File: config.mk
export PLATFORM = sky130hd
export DESIGN_NAME = miller_rabin_witness_test_core
export DESIGN_NICKNAME = d
export VERILOG_FILES = /design/src/rtl/mrwt_pkg.sv /design/src/rtl/miller_rabin_witness_test_core.sv
export SDC_FILE = /design/constraint.sdc
export NUM_CORES = 2
export LEC_CHECK = 0
export ABC_AREA = 1
export BUFFER_PORTS_ARGS = -buffer_cell sky130_fd_sc_hd__buf_2
export CAP_MARGIN = 20
export CORE_MARGIN = 2
export CORE_UTILIZATION = 45
export CTS_CLUSTER_DIAMETER = 80
export CTS_CLUSTER_SIZE = 25
export DETAILED_ROUTE_END_ITERATION = 8
export MAX_ROUTING_LAYER = met4
export PLACE_DENSITY_LB_ADDON = 0.12
export SYNTH_ARGS = -nofsm -noshare
export SYNTH_HDL_FRONTEND = slang
export SYNTH_SLANG_ARGS = --single-unit
File: constraint.sdc
create_clock -name clk_i -period 14.35 [get_ports clk_i]
set_clock_uncertainty 0.15 [all_clocks]
set_input_delay 3.5875 -clock clk_i [delete_from_list [all_inputs] [get_ports clk_i]]
set_output_delay 3.5875 -clock clk_i [all_outputs]
set_load 0.03 [all_outputs]
File: src/rtl/mrwt_pkg.sv
package mrwt_pkg;

  typedef enum logic [2:0] {
    ST_IDLE,
    ST_SPLIT,
    ST_MUL,
    ST_LOOP,
    ST_DONE
  } state_e;

  // What a finished modular multiplication feeds next.
  typedef enum logic [1:0] {
    PH_RED,
    PH_SQ,
    PH_BASE,
    PH_CHK
  } phase_e;

  localparam logic [1:0] VERDICT_COMPOSITE = 2'd0;
  localparam logic [1:0] VERDICT_PRIME     = 2'd1;
  localparam logic [1:0] VERDICT_INVALID   = 2'd2;

endpackage

File: src/rtl/miller_rabin_witness_test_core.sv
// One Miller-Rabin round on a WIDTH-bit odd modulus held in a configuration
// register (reset value 3); it is to be written through cfg_we_i/cfg_wdata_i
// only while idle, a rule for the user that the block does not enforce.
// Each request carries a witness base and yields one verdict: 0 composite,
// 1 probable prime, 2 invalid modulus (even or below three). The block works
// on one request at a time. All arithmetic runs through a single bit-serial
// modular multiplier that consumes one bit of its second operand per cycle.
// A request reduces the base, splits modulus-1 into 2^k*q, runs WIDTH
// squarings plus one multiplication per set bit of q back to back, then up
// to k squarings in the final check loop, each with a compare, and hands
// the verdict over. With an invalid modulus the block skips the arithmetic
// and goes straight to the done state, which registers the verdict. A
// finished verdict waits in an output register, so the next request is
// taken while it is still stalled.
module miller_rabin_witness_test_core
  import mrwt_pkg::*;
#(
  parameter int WIDTH = 64
) (
  input  logic        clk_i,
  input  logic        rst_ni,
  input  logic        cfg_we_i,
  input  logic [63:0] cfg_wdata_i,
  input  logic        in_valid_i,
  output logic        in_stall_o,
  input  logic [63:0] base_i,
  output logic        out_valid_o,
  input  logic        out_stall_i,
  output logic [1:0]  verdict_o
);

  localparam int CW = $clog2(WIDTH);
  localparam int KW = $clog2(WIDTH + 1);
  localparam logic [CW-1:0] LAST_BIT = CW'(WIDTH - 1);

  state_e        state_q, state_d;
  phase_e        phase_q, phase_d;
  logic [WIDTH-1:0] mod_q;
  logic [WIDTH-1:0] q_q, q_d;        // modulus-1, then the exponent shifted out
  logic [KW-1:0]    k_q, k_d;
  logic [KW-1:0]    i_q, i_d;
  logic [CW-1:0]    ecnt_q, ecnt_d;  // exponent bits still to scan
  logic [CW-1:0]    mcnt_q, mcnt_d;  // multiplier bits still to scan
  logic [WIDTH-1:0] r_q, r_d;
  logic [WIDTH-1:0] br_q, br_d;      // reduced base
  logic [WIDTH-1:0] ma_q, ma_d;
  logic [WIDTH-1:0] mb_q, mb_d;
  logic [WIDTH-1:0] acc_q, acc_d;
  logic [1:0]       res_q, res_d;
  logic             out_valid_q, out_valid_d;
  logic [1:0]       verdict_q, verdict_d;

  logic             accept;
  logic             mod_bad;
  logic [WIDTH-1:0] m1;
  logic [WIDTH:0]   dbl, dsub, sum, ssub;
  logic [WIDTH-1:0] dmod, step;

  assign accept  = in_valid_i && !in_stall_o;
  assign mod_bad = (mod_q < WIDTH'(3)) || !mod_q[0];
  assign m1      = mod_q - WIDTH'(1);

  // One multiplier step: acc = 2*acc mod m, then add ma when the bit is set.
  always_comb begin
    dbl  = {acc_q, 1'b0};
    dsub = dbl - {1'b0, mod_q};
    dmod = (dbl >= {1'b0, mod_q}) ? dsub[WIDTH-1:0] : dbl[WIDTH-1:0];
    sum  = {1'b0, dmod} + {1'b0, ma_q};
    ssub = sum - {1'b0, mod_q};
    if (mb_q[WIDTH-1]) begin
      step = (sum >= {1'b0, mod_q}) ? ssub[WIDTH-1:0] : sum[WIDTH-1:0];
    end else begin
      step = dmod;
    end
  end

  always_ff @(posedge clk_i or negedge rst_ni) begin
    if (!rst_ni) begin
      state_q     <= ST_IDLE;
      phase_q     <= PH_RED;
      mod_q       <= WIDTH'(3);
      out_valid_q <= 1'b0;
    end else begin
      state_q     <= state_d;
      phase_q     <= phase_d;
      out_valid_q <= out_valid_d;
      if (cfg_we_i) begin
        mod_q <= cfg_wdata_i[WIDTH-1:0];
      end
    end
  end

  always_ff @(posedge clk_i) begin
    q_q       <= q_d;
    k_q       <= k_d;
    i_q       <= i_d;
    ecnt_q    <= ecnt_d;
    mcnt_q    <= mcnt_d;
    r_q       <= r_d;
    br_q      <= br_d;
    ma_q      <= ma_d;
    mb_q      <= mb_d;
    acc_q     <= acc_d;
    res_q     <= res_d;
    verdict_q <= verdict_d;
  end

  always_comb begin
    state_d     = state_q;
    phase_d     = phase_q;
    q_d         = q_q;
    k_d         = k_q;
    i_d         = i_q;
    ecnt_d      = ecnt_q;
    mcnt_d      = mcnt_q;
    r_d         = r_q;
    br_d        = br_q;
    ma_d        = ma_q;
    mb_d        = mb_q;
    acc_d       = acc_q;
    res_d       = res_q;
    verdict_d   = verdict_q;
    out_valid_d = out_valid_q && out_stall_i;
    in_stall_o  = (state_q != ST_IDLE);

    case (state_q)
      ST_IDLE: begin
        if (accept) begin
          if (mod_bad) begin
            res_d   = VERDICT_INVALID;
            state_d = ST_DONE;
          end else begin
            // Reduce the base as the product 1 * base mod m.
            q_d     = m1;
            k_d     = '0;
            ma_d    = WIDTH'(1);
            mb_d    = base_i[WIDTH-1:0];
            acc_d   = '0;
            mcnt_d  = LAST_BIT;
            phase_d = PH_RED;
            state_d = ST_MUL;
          end
        end
      end
      ST_SPLIT: begin
        if (!q_q[0]) begin
          q_d = q_q >> 1;
          k_d = k_q + KW'(1);
        end else begin
          // Start the exponentiation with r = 1 and a square of it.
          r_d     = WIDTH'(1);
          ecnt_d  = LAST_BIT;
          ma_d    = WIDTH'(1);
          mb_d    = WIDTH'(1);
          acc_d   = '0;
          mcnt_d  = LAST_BIT;
          phase_d = PH_SQ;
          state_d = ST_MUL;
        end
      end
      ST_MUL: begin
        acc_d  = step;
        mb_d   = mb_q << 1;
        mcnt_d = mcnt_q - CW'(1);
        if (mcnt_q == '0) begin
          acc_d  = '0;
          mcnt_d = LAST_BIT;
          case (phase_q)
            PH_RED: begin
              br_d    = step;
              state_d = ST_SPLIT;
            end
            PH_SQ, PH_BASE: begin
              r_d = step;
              if (phase_q == PH_SQ && q_q[WIDTH-1]) begin
                ma_d    = step;
                mb_d    = br_q;
                phase_d = PH_BASE;
              end else if (ecnt_q == '0) begin
                i_d     = '0;
                state_d = ST_LOOP;
                if (step == WIDTH'(1)) begin
                  res_d   = VERDICT_PRIME;
                  state_d = ST_DONE;
                end
              end else begin
                ecnt_d  = ecnt_q - CW'(1);
                q_d     = q_q << 1;
                ma_d    = step;
                mb_d    = step;
                phase_d = PH_SQ;
              end
            end
            PH_CHK: begin
              r_d     = step;
              i_d     = i_q + KW'(1);
              state_d = ST_LOOP;
            end
            default: state_d = ST_IDLE;
          endcase
        end
      end
      ST_LOOP: begin
        if (i_q == k_q) begin
          res_d   = VERDICT_COMPOSITE;
          state_d = ST_DONE;
        end else if (r_q == m1) begin
          res_d   = VERDICT_PRIME;
          state_d = ST_DONE;
        end else begin
          ma_d    = r_q;
          mb_d    = r_q;
          acc_d   = '0;
          mcnt_d  = LAST_BIT;
          phase_d = PH_CHK;
          state_d = ST_MUL;
        end
      end
      ST_DONE: begin
        if (!out_valid_q || !out_stall_i) begin
          verdict_d   = res_q;
          out_valid_d = 1'b1;
          state_d     = ST_IDLE;
        end
      end
      default: state_d = ST_IDLE;
    endcase
  end

  assign out_valid_o = out_valid_q;
  assign verdict_o   = verdict_q;

endmodule

## After elaboration in Yosys (flattened, before gate mapping)

Cells that the tools add are included.

- $add $sub $neg: 8
- Multipliers: 0
- Divide/modulo/power cells: 0
- $lt $le $gt $ge: 3
- Equal/unequal tests: 31
- Shift operators: 0
- Mux-type cells: 91
- Bitwise logic cells: 0
- Reductions and logical operators: 34

Operators by type and width:

| cell | number |
|---|---|
| $mux W64 | 33 |
| $pmux W64 S4 | 3 |
| $pmux W64 S3 | 1 |
| $ge A65 B64 Y1 | 2 |
| $pmux W64 S2 | 1 |
| $sub A64 B64 Y64 | 2 |
| $add A64 B64 Y65 | 1 |
| $eq A64 B1 Y1 const B | 1 |
| $eq A64 B64 Y1 | 1 |
| $lt A64 B2 Y1 const B | 1 |
| $sub A64 B1 Y64 const B | 1 |
| $mux W6 | 10 |
| $mux W2 | 18 |
| $mux W7 | 5 |
| $ne A2 B2 Y1 const B | 17 |
| $mux W3 | 10 |
| $pmux W7 S2 | 2 |
| $pmux W6 S4 | 1 |
| $reduce_and A6 Y1 | 3 |
| $reduce_and A9 Y1 | 2 |
| $pmux W3 S5 | 1 |
| $add A7 B1 Y7 const B | 2 |
| $logic_not A6 Y1 | 2 |
| $ne A3 B3 Y1 const B | 4 |
| other kinds (28) | 43 |

- Bits in registers: 484
- Latch bits: 0
- Memory bits (writable): 0
- Bits in read-only memories: 0
- Input bits: 133
- Output and inout port bits: 4
- Word-level logic and storage cells: 184
- Memories kept: 0

## Longest topological paths before layout

- Word-level depth: 13
- Mapped depth: 63

## Worst setup path before layout

Ideal clock, no wire load.

- Kind: in2reg
- From: input port in_valid_i
- To: register ma_q[0], enable pin
- Library setup time: 0.418 ns
- Arrival: 9.235 ns
- Required time: 13.782 ns
- Setup slack: 4.547 ns
- Stages on the path: 6
- Cell sequence: or2_2 nand2_1 nor3_1 a21boi_2 nand2_2 inv_1

- Longest elaborated chain between the ends: 3

RTL lines:

| element | line | RTL |
|---|---|---|
| start: declaration | miller_rabin_witness_test_core.sv:24 | `input logic in_valid_i,` |
| $logic_and A1 B1 Y1 | miller_rabin_witness_test_core.sv:59 | `assign accept = in_valid_i && !in_stall_o;` |
| $ne A2 B2 Y1 (no source line) | - |  |
| $reduce_and A9 Y1 (no source line) | - |  |
| end signal: assignment | miller_rabin_witness_test_core.sv:101 | `ma_q <= ma_d;` |
| end: declaration | miller_rabin_witness_test_core.sv:46 | `logic [WIDTH-1:0] ma_q, ma_d;` |

No other way between the ends.
A chain may end at the register's enable or synchronous reset.

## Worst setup path in the final report

- From: register mod_q[23]
- To: register res_q[1], enable pin

- Longest elaborated chain between the ends: 9
- Elaborated cells on any way between the ends: 17
- Classes of those cells: add/sub (4); order compare (3); eq/ne (5); mux (3); reduce/logical (2)

RTL lines:

| element | line | RTL |
|---|---|---|
| start: declaration | miller_rabin_witness_test_core.sv:38 | `logic [WIDTH-1:0] mod_q;` |
| start signal: assignment | miller_rabin_witness_test_core.sv:88 | `mod_q <= cfg_wdata_i[WIDTH-1:0];` |
| $sub A64 B64 Y64 or $ge A65 B64 Y1 (tied branches) | miller_rabin_witness_test_core.sv:66, miller_rabin_witness_test_core.sv:67 |  |
| $mux W64 | miller_rabin_witness_test_core.sv:67 | `dmod = (dbl >= {1'b0, mod_q}) ? dsub[WIDTH-1:0] : dbl[WIDTH-1:0];` |
| $add A64 B64 Y65 | miller_rabin_witness_test_core.sv:68 | `sum = {1'b0, dmod} + {1'b0, ma_q};` |
| $sub A64 B64 Y64 or $ge A65 B64 Y1 (tied branches) | miller_rabin_witness_test_core.sv:69, miller_rabin_witness_test_core.sv:71 |  |
| $mux W64 | miller_rabin_witness_test_core.sv:71 | `step = (sum >= {1'b0, mod_q}) ? ssub[WIDTH-1:0] : sum[WIDTH-1:0];` |
| $mux W64 | miller_rabin_witness_test_core.sv:70 | `if (mb_q[WIDTH-1]) begin` |
| $eq A64 B1 Y1 | miller_rabin_witness_test_core.sv:182 | `if (step == WIDTH'(1)) begin` |
| $ne A2 B2 Y1 (no source line) | - |  |
| $reduce_and A9 Y1 (no source line) * | - |  |
| end signal: assignment | miller_rabin_witness_test_core.sv:104 | `res_q <= res_d;` |
| end: declaration | miller_rabin_witness_test_core.sv:49 | `logic [1:0] res_q, res_d;` |

Every way passes the cells marked *; elsewhere a longest branch is shown, timed or not.

==> results.txt <==
The run finished with clean final reports. The proportion of netlist area held by the largest area contributor is 0.287. The count of TritonRoute iterations in the first routing pass came out at 8. The end of the worst hold path is verdict_o[1]$_DFFE_PP_.

The area of the die is approximately 99000 sq um. Routability-driven placement finished with a final weighted congestion of ~1.2. The hold-critical path depth came out at 0.

The number of cells upsized or downsized after cts is 0. The largest fanout on the critical path is 69. Clock tree synthesis inserted a total of 28 buffers. The max-capacitance violation count is 0. The power density of the placed cells is 65.8 nW/um^2. The synthesized cell area came out at about 43000 sq um. In this run the worst hold path is classified as reg -> reg. By instance count, the cell type seen most on the critical path is nand2_1. CTS built an H-tree with a depth of 1. The share of post-route cells with drive strength above 1 came out at 0.0478. The worst hold path begins at res_q[1]$_DFFE_PP_. The count of clock tree sinks is a little under 500. The largest total area in the synthesized netlist belongs to edfxtp_1. The pin count of the biggest net entering global routing is 87.

Synthesis inferred 484 register bits. The overall routing resource usage is 0.465. The worst setup path is launched from a flop. The length in cells of the worst reg-to-reg path came out at 44.

The maximum cell stage delay along the critical path came out at 0.95 ns. The reg-to-reg critical path endpoint is res_q[1]$_DFFE_PP_. The count of buffers added on input and output ports is 136. The critical path is of the reg -> reg type.

The fraction of registers with async set or reset after synthesis is 0.145. For this run, the number of Yosys warnings is 0. The peak ir drop on the vdd network is 108 uV. The post-CTS setup buffer count came out at 0. The share of the clock period used by the worst path after layout came out at 0.871. Counting the fill cells in the layout gives 9994. The initial detailed-routing violation count is around 7300. After detailed routing, the total wire length is approximately 230 mm. Clock-pin slew was measured on the worst setup and hold paths at 0.09 ns. The die width is around 310 um. The clock latency reported for the late side of the worst-skew pair is 0.69 ns. For this configuration, the core starts out at a cell density of 0.455.

The net count after synthesis is 6903. The synthesized area per cell is ~6.6 sq um. The count of cell types in the netlist came out at 58. In this run the deepest clock path goes through 3 buffers. The number of setup violations in the final report came out at 0. The via count of the first global-routing pass is 44000. For the worst setup path, the data required time is between 10 and 15 ns. Detailed placement ended at an HPWL of 189 mm. The area growth from synthesis to layout is 6.62%. Across all hold checks on the routed design, the worst slack comes to around 0.31 ns. The slowest stage of the critical path belongs to the cell ha_1. The cell at the root of the clock tree is clkbuf_16. Setup repair after global routing left no endpoint under its margin.

The worst slack at placement came out at 2.54 ns. Summing over every cut layer, the via total after detailed routing is 47800. The synthesized netlist cell count is 6565. The fmax is 80.0 MHz. STA classifies the critical path endpoint as a flop. The final period demand of the worst path is roughly 12 ns. The number of I/O pins is 137.

The slack of the critical path is approximately 1.9 ns. The hold-fix buffer count after cts is 0. The layout net count is 6944. The endpoint arrival time on the critical path is 12.74 ns. The first global-routing pass estimated ~320 mm of wire. The minimum setup slack among reg-to-reg paths is 1.85 ns.

The vias per cell came out at roughly 6. In this run the static leakage power is 23.4 nW. The startpoint identified for the worst register-to-register timing path is mod_q[23]$_DFFE_PN0P_. The summed area of non-filler cells in the final layout is approximately 46000 sq um. The number of pins with negative max-slew slack in the final report came out at 0. After detailed routing, the average wire length per cell comes to 29.0 um. Yosys mapped a number of flops with a built-in enable equal to around 410. The tightest slew margin relative to the limit is 0.210.

The most common flop cell mapped by yosys is edfxtp_1. The global route total overflow is 0. The height of the die came out at 314 um.

The number of hold violations in the final report came to 0. For the pin with the worst max-slew slack, the measured transition is 1.18 ns. The number of standard-cell rows in the floorplan came out at 113. After routing, the total negative slack on setup checks comes to 0 ns. By area the synthesized netlist is led by edfxtp_1 (29%), nand2_1 (17%), inv_1 (9.9%). The share of the Yosys chip area taken by registers is 0.328. The area of the core is 95200 sq um. TritonCTS built the clock tree. The post-route DRC violation count came out at 0. The total placed instance area came out at 45200 sq um. The count of antenna-violating nets left after detailed routing came out at 0.

The initial antenna violation count came out at 6.
## report_power, final
group	internal (mW)	switching, mW
Clock	0.386	0.550
Sequential	1.53	0.0206
Combinational	0.137	0.417
## registers in the layout, indices dropped and copies added (netlist names), 2 cells and up
signal and count:
acc_q 64, br_q 64, ma_q 64, mb_q 64, mod_q 64, q_q 64, r_q 64, i_q 7
k_q 7, ecnt_q 6, mcnt_q 6, state_q 3, phase_q 2, res_q 2, verdict_o 2
## cell type report
class	count	area, sq um	share of cell area
inverter	1157	4350	0.0942
antenna	8	20.0	0.000434
timing repair buffer	174	971	0.0210
multi-input combinational	4761	24100	0.523
sequential	484	14200	0.307
tap	1265	1580	0.0343
clock buffer	37	734	0.0159
clock inverter	15	190	0.00412
## cell usage in the layout, fill, tap and decap left out, types with 51 or more instances in the layout
| cell | Yosys | routed |
|---|---|---|
| inv_1 | 1145 | 1144 |
| o22ai_1 | 57 | 57 |
| a22oi_1 | 61 | 61 |
| ha_1 | 202 | 202 |
| dfrtp_1 | 68 | 68 |
| edfxtp_1 | 414 | 414 |
| nand3b_1 | 86 | 86 |
| xnor2_1 | 71 | 71 |
| o221ai_1 | 63 | 63 |
| nor3_1 | 51 | 51 |
| nand2_1 | 1923 | 1918 |
| buf_2 | 20 | 134 |
| o21ai_0 | 371 | 371 |
| a21oi_1 | 379 | 379 |
| nand4_1 | 70 | 70 |
| nor2_1 | 726 | 720 |
| nand3_1 | 359 | 359 |
| xor2_1 | 135 | 135 |
## metal layers
layer | share of wire | up-vias | global-route usage
met5 | 0 | - | -
met4 | 0.076 | 0 | 0.273
met3 | 0.13 | 676 | 0.108
met2 | 0.41 | 3440 | 0.671
met1 | 0.38 | 22500 | 0.594
li1 | - | 21200 | -
## Yosys cell counts (51+ instances only)
cell,n
nand3b_1,86
edfxtp_1,414
xnor2_1,71
o221ai_1,63
a22oi_1,61
ha_1,202
nor3_1,51
nand3_1,359
clkbuf_1,119
a21oi_1,379
inv_1,1145
nand4_1,70
o22ai_1,57
dfrtp_1,68
o21ai_0,371
xor2_1,135
nor2_1,726
nand2_1,1923
## cells by family (layout without fill, tap and decap cells)
kind of cell,Yosys count,count (layout),share of synthesized area
other cells,0,8,0
buf+inv,1320,1383,0.117
fa+ha+maj,205,205,0.0598
flops,484,484,0.328
simple gates,3360,3360,0.325
compound gates,990,990,0.128
xor+xnor,206,206,0.0417
## worst max-delay path: cells and delay by family, from the launching register on
kind | cells | cell delay [ns]
fa+ha+maj | 3 | 1.66
buf+inv | 3 | 1.33
simple gates | 37 | 8.41
flops | 1 | 0.37
compound gates | 1 | 0.19
## how the worst max path moves through the flow
stage / to / from / slack (ns)
final: res_q[1]$_DFFE_PP_ / mod_q[23]$_DFFE_PN0P_ / 1.85
after global placement: res_q[0]$_DFFE_PP_ / mod_q[23]$_DFFE_PN0P_ / 2.36
after detailed placement: res_q[0]$_DFFE_PP_ / mod_q[23]$_DFFE_PN0P_ / 2.54
after CTS: res_q[1]$_DFFE_PP_ / mod_q[23]$_DFFE_PN0P_ / 2.55
after global routing: res_q[1]$_DFFE_PP_ / mod_q[23]$_DFFE_PN0P_ / 2.02
after floorplan: ma_q[0]$_DFFE_PP_ / in_valid_i / 4.55
## metrics by stage
stage               total power [mW]  cells  utilization
global placement                2.10   7841        0.475
CTS                             3.00   7893        0.485
floorplan                       1.86   6565            -
detailed placement              2.10   7841        0.475
finish                          3.04   7901        0.485
global route                    3.10   7898        0.485
Power figures use the tool's default switching activity.
